==> src/ppt_pkg.sv <==
package ppt_pkg;

  typedef enum logic [1:0] {
    KIND_SEARCH = 2'd0,
    KIND_INSERT = 2'd1,
    KIND_DROP   = 2'd2,
    KIND_REMOVE = 2'd3
  } kind_t;

  typedef enum logic [1:0] {
    ST_OK        = 2'd0,
    ST_FULL      = 2'd1,
    ST_NOT_FOUND = 2'd2
  } status_t;

  localparam int PID_W  = 22;
  localparam int PERM_W = 32;

  // request beat moving down the cell row
  typedef struct packed {
    logic              valid;
    kind_t             kind;
    logic [PID_W-1:0]  pid;
    logic [PERM_W-1:0] perm;
    logic              hit;
    logic              free_seen;
    logic [PERM_W-1:0] res_perm;
  } tok_t;

  // new entry write broadcast to all cells
  typedef struct packed {
    logic              en;
    logic [PID_W-1:0]  pid;
    logic [PERM_W-1:0] perm;
  } alloc_t;

endpackage

==> src/ppt_cell.sv <==
module ppt_cell #(
  parameter int IDX_W = 6,
  parameter int INDEX = 0
) (
  input  logic                  clk,
  input  logic                  rst,
  input  ppt_pkg::tok_t         tok_in,
  input  logic [IDX_W-1:0]      fidx_in,
  output ppt_pkg::tok_t         tok_out,
  output logic [IDX_W-1:0]      fidx_out,
  input  ppt_pkg::alloc_t       alloc,
  input  logic [IDX_W-1:0]      alloc_idx
);
  import ppt_pkg::*;

  logic              valid;
  logic [PID_W-1:0]  pid;
  logic [PERM_W-1:0] perm;

  logic              valid_next;
  logic [PERM_W-1:0] perm_next;
  tok_t              tok_next;
  logic [IDX_W-1:0]  fidx_next;
  logic              match;
  logic              claim;

  assign match = tok_in.valid && valid && (pid == tok_in.pid) && !tok_in.hit;
  assign claim = alloc.en && (alloc_idx == IDX_W'(INDEX));

  always_comb begin
    tok_next   = tok_in;
    fidx_next  = fidx_in;
    valid_next = valid;
    perm_next  = perm;
    if (match) begin
      tok_next.hit = 1'b1;
      unique case (tok_in.kind)
        KIND_SEARCH: tok_next.res_perm = perm;
        KIND_INSERT: perm_next = perm | tok_in.perm;
        KIND_DROP:   perm_next = perm & ~tok_in.perm;
        KIND_REMOVE: begin
          tok_next.res_perm = perm;
          valid_next = 1'b0;
        end
        default:     tok_next.res_perm = perm;
      endcase
    end
    if (tok_in.valid && !valid && !tok_in.free_seen) begin
      tok_next.free_seen = 1'b1;
      fidx_next = IDX_W'(INDEX);
    end
  end

  always_ff @(posedge clk) begin
    if (rst) begin
      valid <= 1'b0;
    end else if (claim) begin
      valid <= 1'b1;
    end else begin
      valid <= valid_next;
    end
  end

  always_ff @(posedge clk) begin
    if (claim) begin
      pid  <= alloc.pid;
      perm <= alloc.perm;
    end else begin
      perm <= perm_next;
    end
  end

  always_ff @(posedge clk) begin
    if (rst) begin
      tok_out.valid <= 1'b0;
    end else begin
      tok_out.valid <= tok_next.valid;
    end
  end

  always_ff @(posedge clk) begin
    tok_out.kind      <= tok_next.kind;
    tok_out.pid       <= tok_next.pid;
    tok_out.perm      <= tok_next.perm;
    tok_out.hit       <= tok_next.hit;
    tok_out.free_seen <= tok_next.free_seen;
    tok_out.res_perm  <= tok_next.res_perm;
    fidx_out          <= fidx_next;
  end

endmodule

==> config.mk <==
export PLATFORM = sky130hd
export DESIGN_NAME = ppt_cell
export DESIGN_NICKNAME = d
export VERILOG_FILES = /design/src/ppt_pkg.sv /design/src/ppt_cell.sv
export SDC_FILE = /design/constraint.sdc
export NUM_CORES = 1
export LEC_CHECK = 0
export BUFFER_PORTS_ARGS = -buffer_cell sky130_fd_sc_hd__buf_4
export CAP_MARGIN = 40
export CORE_MARGIN = 3
export CORE_UTILIZATION = 51
export CTS_BUF_LIST = sky130_fd_sc_hd__clkbuf_4 sky130_fd_sc_hd__clkbuf_8
export CTS_CLUSTER_DIAMETER = 100
export CTS_CLUSTER_SIZE = 40
export DETAILED_ROUTE_END_ITERATION = 7
export PLACE_DENSITY = 0.95
export SLEW_MARGIN = 30
export SYNTH_ARGS = -nofsm -noshare
export SYNTH_HDL_FRONTEND = slang
export SYNTH_SLANG_ARGS = --single-unit
==> constraint.sdc <==
create_clock -name clk -period 6.3 [get_ports clk]
set_input_delay 1.26 -clock clk [delete_from_list [all_inputs] [get_ports clk]]
set_output_delay 1.26 -clock clk [all_outputs]
set_load 0.02 [all_outputs]
* Word level (Yosys, flattened, before mapping)
Index checks and enable logic that the tools add are counted.
** Storage, ports and cells
- Logic and storage cells :: 43
- Bits in registers :: 152
** Cells by class
- Muxes and demuxes :: 8
- Eq/ne operators :: 4
- Reduce and logical (&&, ||, !) cells :: 17
- Bitwise gates (word level) :: 3
** Operators with widths (number)
- $mux W32 :: 4
- $pmux W32 S2 :: 1
- $and A32 B32 Y32 :: 1
- $not A32 Y32 :: 1
- $or A32 B32 Y32 :: 1
- $eq A22 B22 Y1 :: 1
- $logic_and A1 B1 Y1 :: 6
- $logic_not A6 Y1 :: 1
- $eq A2 B2 Y1 const B :: 2
- $reduce_and A2 Y1 :: 2
- $reduce_bool A2 Y1 :: 2
- $logic_not A1 Y1 :: 3
- $mux W1 :: 3
- $reduce_bool A3 Y1 :: 1
- $eq A2 B1 Y1 const B :: 1
- $logic_not A2 Y1 :: 1
- $reduce_or A2 Y1 :: 1

* Logic depth before layout (Yosys ltp)
Gate-level depths: netlist of run 1.
- Depth in word-level cells :: 5
- Depth in mapped cells :: 7
- Depth with buffers taken out :: 5

* Least setup slack after synthesis of run 1
No wires, ideal clock.
- Kind :: input-to-reg
- Start :: in alloc_idx[2]
- End :: reg (tool-made name)
- Slack :: 2.877 ns
- Arrival time :: 3.129 ns
- Required time :: 6.006 ns
- Cell stages on the path :: 4
- Cells stage by stage :: or4b_1 > nor4_4 > clkbuf_1 > a21o_1
** RTL lines
- start, declared :: line ppt_cell.sv:12 : input logic [IDX_W-1:0] alloc_idx

==> results.py, run 1 <==
metrics = {
    "status": {
        "status": "finished clean",
    },
    "sta": {
        "rsz0062_at_grt": "no",
        "period_needed_ns": 3.19,
        "tightest_slew_ns": 0.702,
        "finalSetupViolCount": 0,
        "tns_ns": 0,
        "fin_ws_ns": 3.11,
        "slew-limit-headroom": 0.531,
        "skew_ns": 0.00925,
        "hold_viol_final": 0,
        "fmaxAchievable_mhz": 314,
        "drv_slew": 0,
        "finalCritPeriodShare": 0.506,
    },
    "layout": {
        "n_fill_cell": 604,
        "final_area_um2": 7850,
        "utilization": 0.785,
        "layout-drive-gt1-share": 0.495,
        "area_growth_pct": 46.3,
        "fin_nets": 816,
        "diodes": 0,
    },
    "route": {
        "drc": 0,
        "drtAntennaViolNets": 0,
        "drtPass1Iterations": 4,
        "drt_iter0_markers": 142,
        "avgRoutedWirePerCell_um": 17.0,
        "vias": 3945,
        "vias_per_cell": 4.94,
        "wirelength_mm": 13.5,
    },
    "setup_path": {
        "r2r_slack_ns": 3.64,
        "end_kind": "flip-flop",
        "reg2reg_to": "tok_out[25]$_DFF_P_",
        "crit_slowest_cell": "or3_2",
        "path_max_fanout": 17,
        "cp-start-kind": "input pin",
        "criticalPathCategory": "input pin to flip-flop",
        "arrival_ns": 3.50,
        "cp.required_ns": 6.62,
        "r2r_cells": 6,
        "worstReg2RegStart": "pid[3]$_DFFE_PP_",
        "critPathMaxStageDelay_ns": 0.80,
        "cp_cell_sequence": "buf_4 > xor2_1 > nor4_1 > nand3_1 > or3_2 > buf_16 > mux2_4",
    },
    "floorplan": {
        "core_um2": 10000,
        "rows": 36,
        "dieWidth_um": 109,
        "die_h_um": 109,
        "ios": 257,
        "die_area_um2": 11800,
        "initial_core_util": 0.537,
    },
    "global_route": {
        "grt_pass1_wl_mm": 20.3,
        "grtUsageMet1": 0.213,
        "grt_max_degree": 121,
        "grtUsageTotal": 0.230,
        "first_global_vias": 4150,
        "use_met2": 0.445,
        "gr-total-overflow": 0,
        "top_usage_layer": "met2",
        "antenna_found_initial": 0,
        "grt_use_met3": 0.0848,
    },
    "synthesis": {
        "syn_inst": 393,
        "ys_seq_area_frac": 0.668,
        "synth_seq_cells": 152,
        "syn-cell-area_um2": 5370,
        "synthFlopType": "dfxtp_1",
        "synth_top_area_cell": "dfxtp_1",
        "syn-num-nets": 556,
        "yosysTopAreaCellShare": 0.366,
        "yosys_warnings": 0,
        "netlist_top_cells_count": "dfxtp_1 (98), edfxtp_1 (54)",
        "synth_edf_count": 54,
        "synth_area_leaders": "dfxtp_1 (37%), edfxtp_1 (30%), mux2_4 (8.4%)",
        "yosysMostFrequentCell": "dfxtp_1",
        "synthDistinctLibCells": 27,
        "postSynthAreaPerCell_um2": 13.7,
        "synthArstFlopShare": 0,
    },
    "clocking": {
        "cts_made_buffers": 17,
        "cts_max_path_buffers": 2,
        "cts_sinks": 152,
        "cts_resized": 0,
        "cts.reportedPaths.clkPinSlew_ns": 0.08,
        "h-tree-depth": 4,
        "clkLatencyLatePin_ns": 0.43,
        "root_buffer": "clkbuf_8",
        "post_cts.repair.setup_buffers": 0,
        "cts-hold-fix-buffers": 0,
        "cts_tree": "done",
    },
    "place": {
        "portBuffers": 256,
        "pre_cts_slack_ns": 2.65,
        "dpl_cell_area_um2": 7380,
        "place.gp.congestion": 0.775,
        "hpwl_mm": 10.2,
    },
    "power_and_ir_drop": {
        "max-vdd-ir-drop_uv": 163,
        "p_per_area_nw_per_um2": 267,
        "total_power_w": 0.00210,
        "power.leakage_nw": 3.76,
    },
    "worst_hold_path": {
        "hold_depth": 1,
        "hold_path_end": "tok_out[20]$_DFF_P_",
        "hp-class": "flip-flop to flip-flop",
    },
    "job": {
        "drv_cap": 0,
    },
}
-- critical path, delay by kind of cell --
kind	cells	cell delay [ns]
XOR/XNOR	1	0.16
multiplexers	1	0.31
AND/OR/NAND/NOR	3	1.37
buffers and inverters	2	0.40
-- power breakdown --
part	switching [W]	leakage (nW)	total, W	internal (W)
clock network	0.000345	0.221	0.000802	0.000457
registers	0.0000107	1.29	0.00106	0.00105
logic	0.000104	2.25	0.000236	0.000132
total	0.000460	3.76	0.00210	0.00164
-- how the worst max path moves through the flow --
stage	from	to	slack, ns	cells past startpoint
after floorplan	alloc_idx[2]	flip-flop	2.88	4
after global placement	tok_in[69]	tok_out[14]$_DFF_P_	2.65	6
after detailed placement	tok_in[69]	tok_out[6]$_DFF_P_	2.65	7
after CTS	tok_in[69]	tok_out[30]$_DFF_P_	3.08	7
after global routing	tok_in[69]	tok_out[30]$_DFF_P_	3.04	7
final	tok_in[69]	tok_out[25]$_DFF_P_	3.11	7
-- layout make-up --
type | count | area, µm² | area share
Timing Repair Buffer | 261 | 2010 | 0.256
Clock buffer | 21 | 270 | 0.0344
Sequential cell | 152 | 3580 | 0.456
Clock inverter | 11 | 171 | 0.0218
Multi-Input combinational cell | 217 | 1640 | 0.209
Tap cell | 133 | 166 | 0.0212
Inverter | 4 | 15.0 | 0.00191
-- stage by stage --
step / hold WS, ns / instances
floorplan: 0.449 / 393
global placement: 0.453 / 764
detailed placement: 0.460 / 766
CTS: 0.472 / 798
global route: 0.491 / 799
finish: 0.474 / 799
-- cells by family (layout without fill, tap and decap cells) --
group | Yosys count | after routing | share of synthesized area
AO/OA/AOI/OAI | 65 | 65 | 0.0762
multiplexers | 32 | 32 | 0.0881
adder cells (fa/ha/maj) | 3 | 3 | 0.00699
flip-flops | 152 | 152 | 0.668
buffers and inverters | 24 | 297 | 0.0284
XOR/XNOR | 22 | 22 | 0.0359
AND/OR/NAND/NOR | 95 | 95 | 0.0967
-- metal layers --
layer / part of all wire / vias up
li1: - / 1872
met1: 0.33 / 1875
met2: 0.56 / 173
met3: 0.092 / 25
met4: 0.021 / 0
met5: 0 / -
-- layout by cell type (no fill, tap or decap), types with 3 or more instances in the layout --
cell and n:
a21o_1 32, buf_4 257, bufinv_16 4, clkbuf_4 3
clkbuf_8 18, dfxtp_1 98, edfxtp_1 54, ha_1 3
inv_1 4, mux2_4 30, nand2_1 32, nand2b_1 32
nand3_1 4, nor2_1 3, nor2b_1 7, nor4_1 7
o21ai_0 32, xor2_1 22
Note: power is estimated with default switching activity, not from simulation.
==> run 2, diff against run 1 <==
--- a/config.mk
+++ b/config.mk
@@ -8,12 +8,12 @@
 export BUFFER_PORTS_ARGS = -buffer_cell sky130_fd_sc_hd__buf_4
 export CAP_MARGIN = 40
 export CORE_MARGIN = 3
-export CORE_UTILIZATION = 51
+export CORE_UTILIZATION = 43
 export CTS_BUF_LIST = sky130_fd_sc_hd__clkbuf_4 sky130_fd_sc_hd__clkbuf_8
 export CTS_CLUSTER_DIAMETER = 100
 export CTS_CLUSTER_SIZE = 40
 export DETAILED_ROUTE_END_ITERATION = 7
-export PLACE_DENSITY = 0.95
+export PLACE_DENSITY = 0.88
 export SLEW_MARGIN = 30
 export SYNTH_ARGS = -nofsm -noshare
 export SYNTH_HDL_FRONTEND = slang
==> constraint.sdc (replaced) <==
create_clock -name clk -period 2.7 [get_ports clk]
set_input_delay 0.54 -clock clk [delete_from_list [all_inputs] [get_ports clk]]
set_output_delay 0.54 -clock clk [all_outputs]
set_load 0.02 [all_outputs]
==> results.py, run 2 (synthesized netlist as in run 1, its figures left out) <==
metrics = {
    "status": {
        "status": "finished clean",
    },
    "layout": {
        "finalNonFillerCells": 834,
        "layout-drive-gt1-share": 0.495,
        "layout_common_cells": "buf_4 (258), dfxtp_1 (98), edfxtp_1 (54)",
        "final_common_cell": "buf_4",
        "diodes": 0,
        "area_growth_pct": 46.9,
        "utilization": 0.651,
        "fin_nets": 817,
    },
    "global_route": {
        "grt_max_degree": 64,
        "grtUsageTotal": 0.189,
        "use_met2": 0.349,
        "antenna_found_initial": 1,
        "first_global_vias": 4184,
        "grt_use_met3": 0.0706,
        "gr-total-overflow": 0,
        "grtUsageMet1": 0.189,
        "top_usage_layer": "met2",
        "grt_pass1_wl_mm": 20.5,
    },
    "floorplan": {
        "core_um2": 12100,
        "initial_core_util": 0.443,
        "die_h_um": 118,
        "dieWidth_um": 118,
        "rows": 40,
        "ios": 257,
        "die_area_um2": 13900,
    },
    "worst_hold_path": {
        "hp-class": "input pin to flip-flop",
    },
    "sta": {
        "drv_slew": 0,
        "slew-limit-headroom": 0.486,
        "finalSetupViolCount": 0,
        "hold_viol_final": 0,
        "tns_ns": 0,
        "rsz0062_at_grt": "no",
        "fmaxAchievable_mhz": 441,
        "period_needed_ns": 2.27,
        "skew_ns": 0.00974,
        "finalCritPeriodShare": 0.840,
        "hold_slack_ns": 0.220,
        "tightest_slew_ns": 0.769,
    },
    "setup_path": {
        "criticalPathCategory": "flip-flop to flip-flop",
        "cp.required_ns": 3.02,
        "arrival_ns": 2.59,
        "end_kind": "flip-flop",
        "cp-startpoint": "pid[21]$_DFFE_PP_",
        "r2r_cells": 6,
        "reg2reg_to": "tok_out[10]$_DFF_P_",
        "r2r_slack_ns": 0.43,
        "endpoint": "tok_out[10]$_DFF_P_",
        "worstReg2RegStart": "pid[21]$_DFFE_PP_",
        "path_max_fanout": 32,
        "cp-start-kind": "flip-flop",
    },
    "route": {
        "drtAntennaViolNets": 0,
        "vias_per_cell": 4.64,
        "vias": 3870,
        "wirelength_mm": 12.9,
        "drc": 0,
        "avgRoutedWirePerCell_um": 15.5,
        "drtPass1Iterations": 4,
        "drt_iter0_markers": 285,
    },
    "clocking": {
        "cts_tree": "done",
        "cts_max_path_buffers": 2,
        "post_cts.repair.setup_buffers": 0,
        "cts-hold-fix-buffers": 0,
        "cts_resized": 0,
        "h-tree-depth": 4,
        "cts_sinks": 152,
        "cts_made_buffers": 17,
        "clkLatencyLatePin_ns": 0.43,
        "cts.reportedPaths.clkPinSlew_ns": 0.08,
        "root_buffer": "clkbuf_8",
    },
    "place": {
        "portBuffers": 256,
        "dp_cells": 803,
        "place.gp.congestion": 0.771,
        "hpwl_mm": 9.64,
    },
    "power_and_ir_drop": {
        "p_seq_frac": 0.510,
        "p_per_area_nw_per_um2": 616,
        "power.share.switching": 0.216,
        "power.leakage_nw": 3.76,
        "pwr-share-clk": 0.378,
        "p_int_w": 0.00381,
        "total_power_w": 0.00486,
        "p_sw_w": 0.00105,
        "combPwrFrac": 0.112,
        "max-vdd-ir-drop_uv": 356,
    },
    "job": {
        "drv_cap": 0,
    },
}
==> run 2: cell types whose count changed in the layout (fill, tap and decap cells not counted), sizes merged <==
cell	before	now
buf	261	262
clkinv	4	5
clkinvlp	2	1
inv	5	4
==> run 2: metal layers <==
| layer | part of all wire | vias to the layer above |
|---|---|---|
| met3 | 0.079 | 31 |
| met4 | 0.025 | 2 |
| met2 | 0.54 | 165 |
| li1 | - | 1874 |
| met1 | 0.35 | 1798 |
| met5 | 0.0015 | - |
==> run 2: stage by stage <==
step / setup WS, ns / cell area (µm²)
after floorplan: 0.368 / 5370
after global placement: 0.0954 / 7460
after detailed placement: 0.0938 / 7460
after CTS: 0.371 / 7890
after global routing: 0.295 / 7890
final: 0.433 / 7890
==> run 2: critical path, stage by stage (launching register included) <==
cell and delay, ns:
edfxtp_1 0.39, xor2_1 0.15, nor4_1 0.35, nand3_1 0.18
or3_2 0.52, buf_12 0.21, mux2_4 0.32
==> run 2: worst min path at each step <==
stage | from | to | cells after the start | slack (ns)
after floorplan | flip-flop | tok_out[27]$_DFF_P_ | 1 | 0.45
after global placement | flip-flop | tok_out[27]$_DFF_P_ | 1 | 0.45
after detailed placement | flip-flop | tok_out[8]$_DFF_P_ | 1 | 0.46
after CTS | tok_in[66] | tok_out[66]$_DFF_P_ | 1 | 0.18
after global routing | tok_in[68] | tok_out[68]$_DFF_P_ | 1 | 0.18
final | tok_in[66] | tok_out[66]$_DFF_P_ | 1 | 0.22
==> run 2: power by group through the flow <==
stage / registers, W / clock network, W / logic [W]
after CTS: 0.00248 / 0.00189 / 0.000549
final: 0.00248 / 0.00184 / 0.000543
after floorplan: 0.00263 / 0 / 0.0000990
after global placement: 0.00253 / 0 / 0.000532
after global routing: 0.00249 / 0.00199 / 0.000578
after detailed placement: 0.00253 / 0 / 0.000547
==> run 2: cell type report <==
type | count | area [µm²]
Tap cell | 168 | 210
Sequential cell | 152 | 3580
Inverter | 4 | 15.0
Multi-Input combinational cell | 217 | 1640
Timing Repair Buffer | 262 | 2020
Clock inverter | 10 | 153
Fill cell | 921 | 4230
Clock buffer | 21 | 270
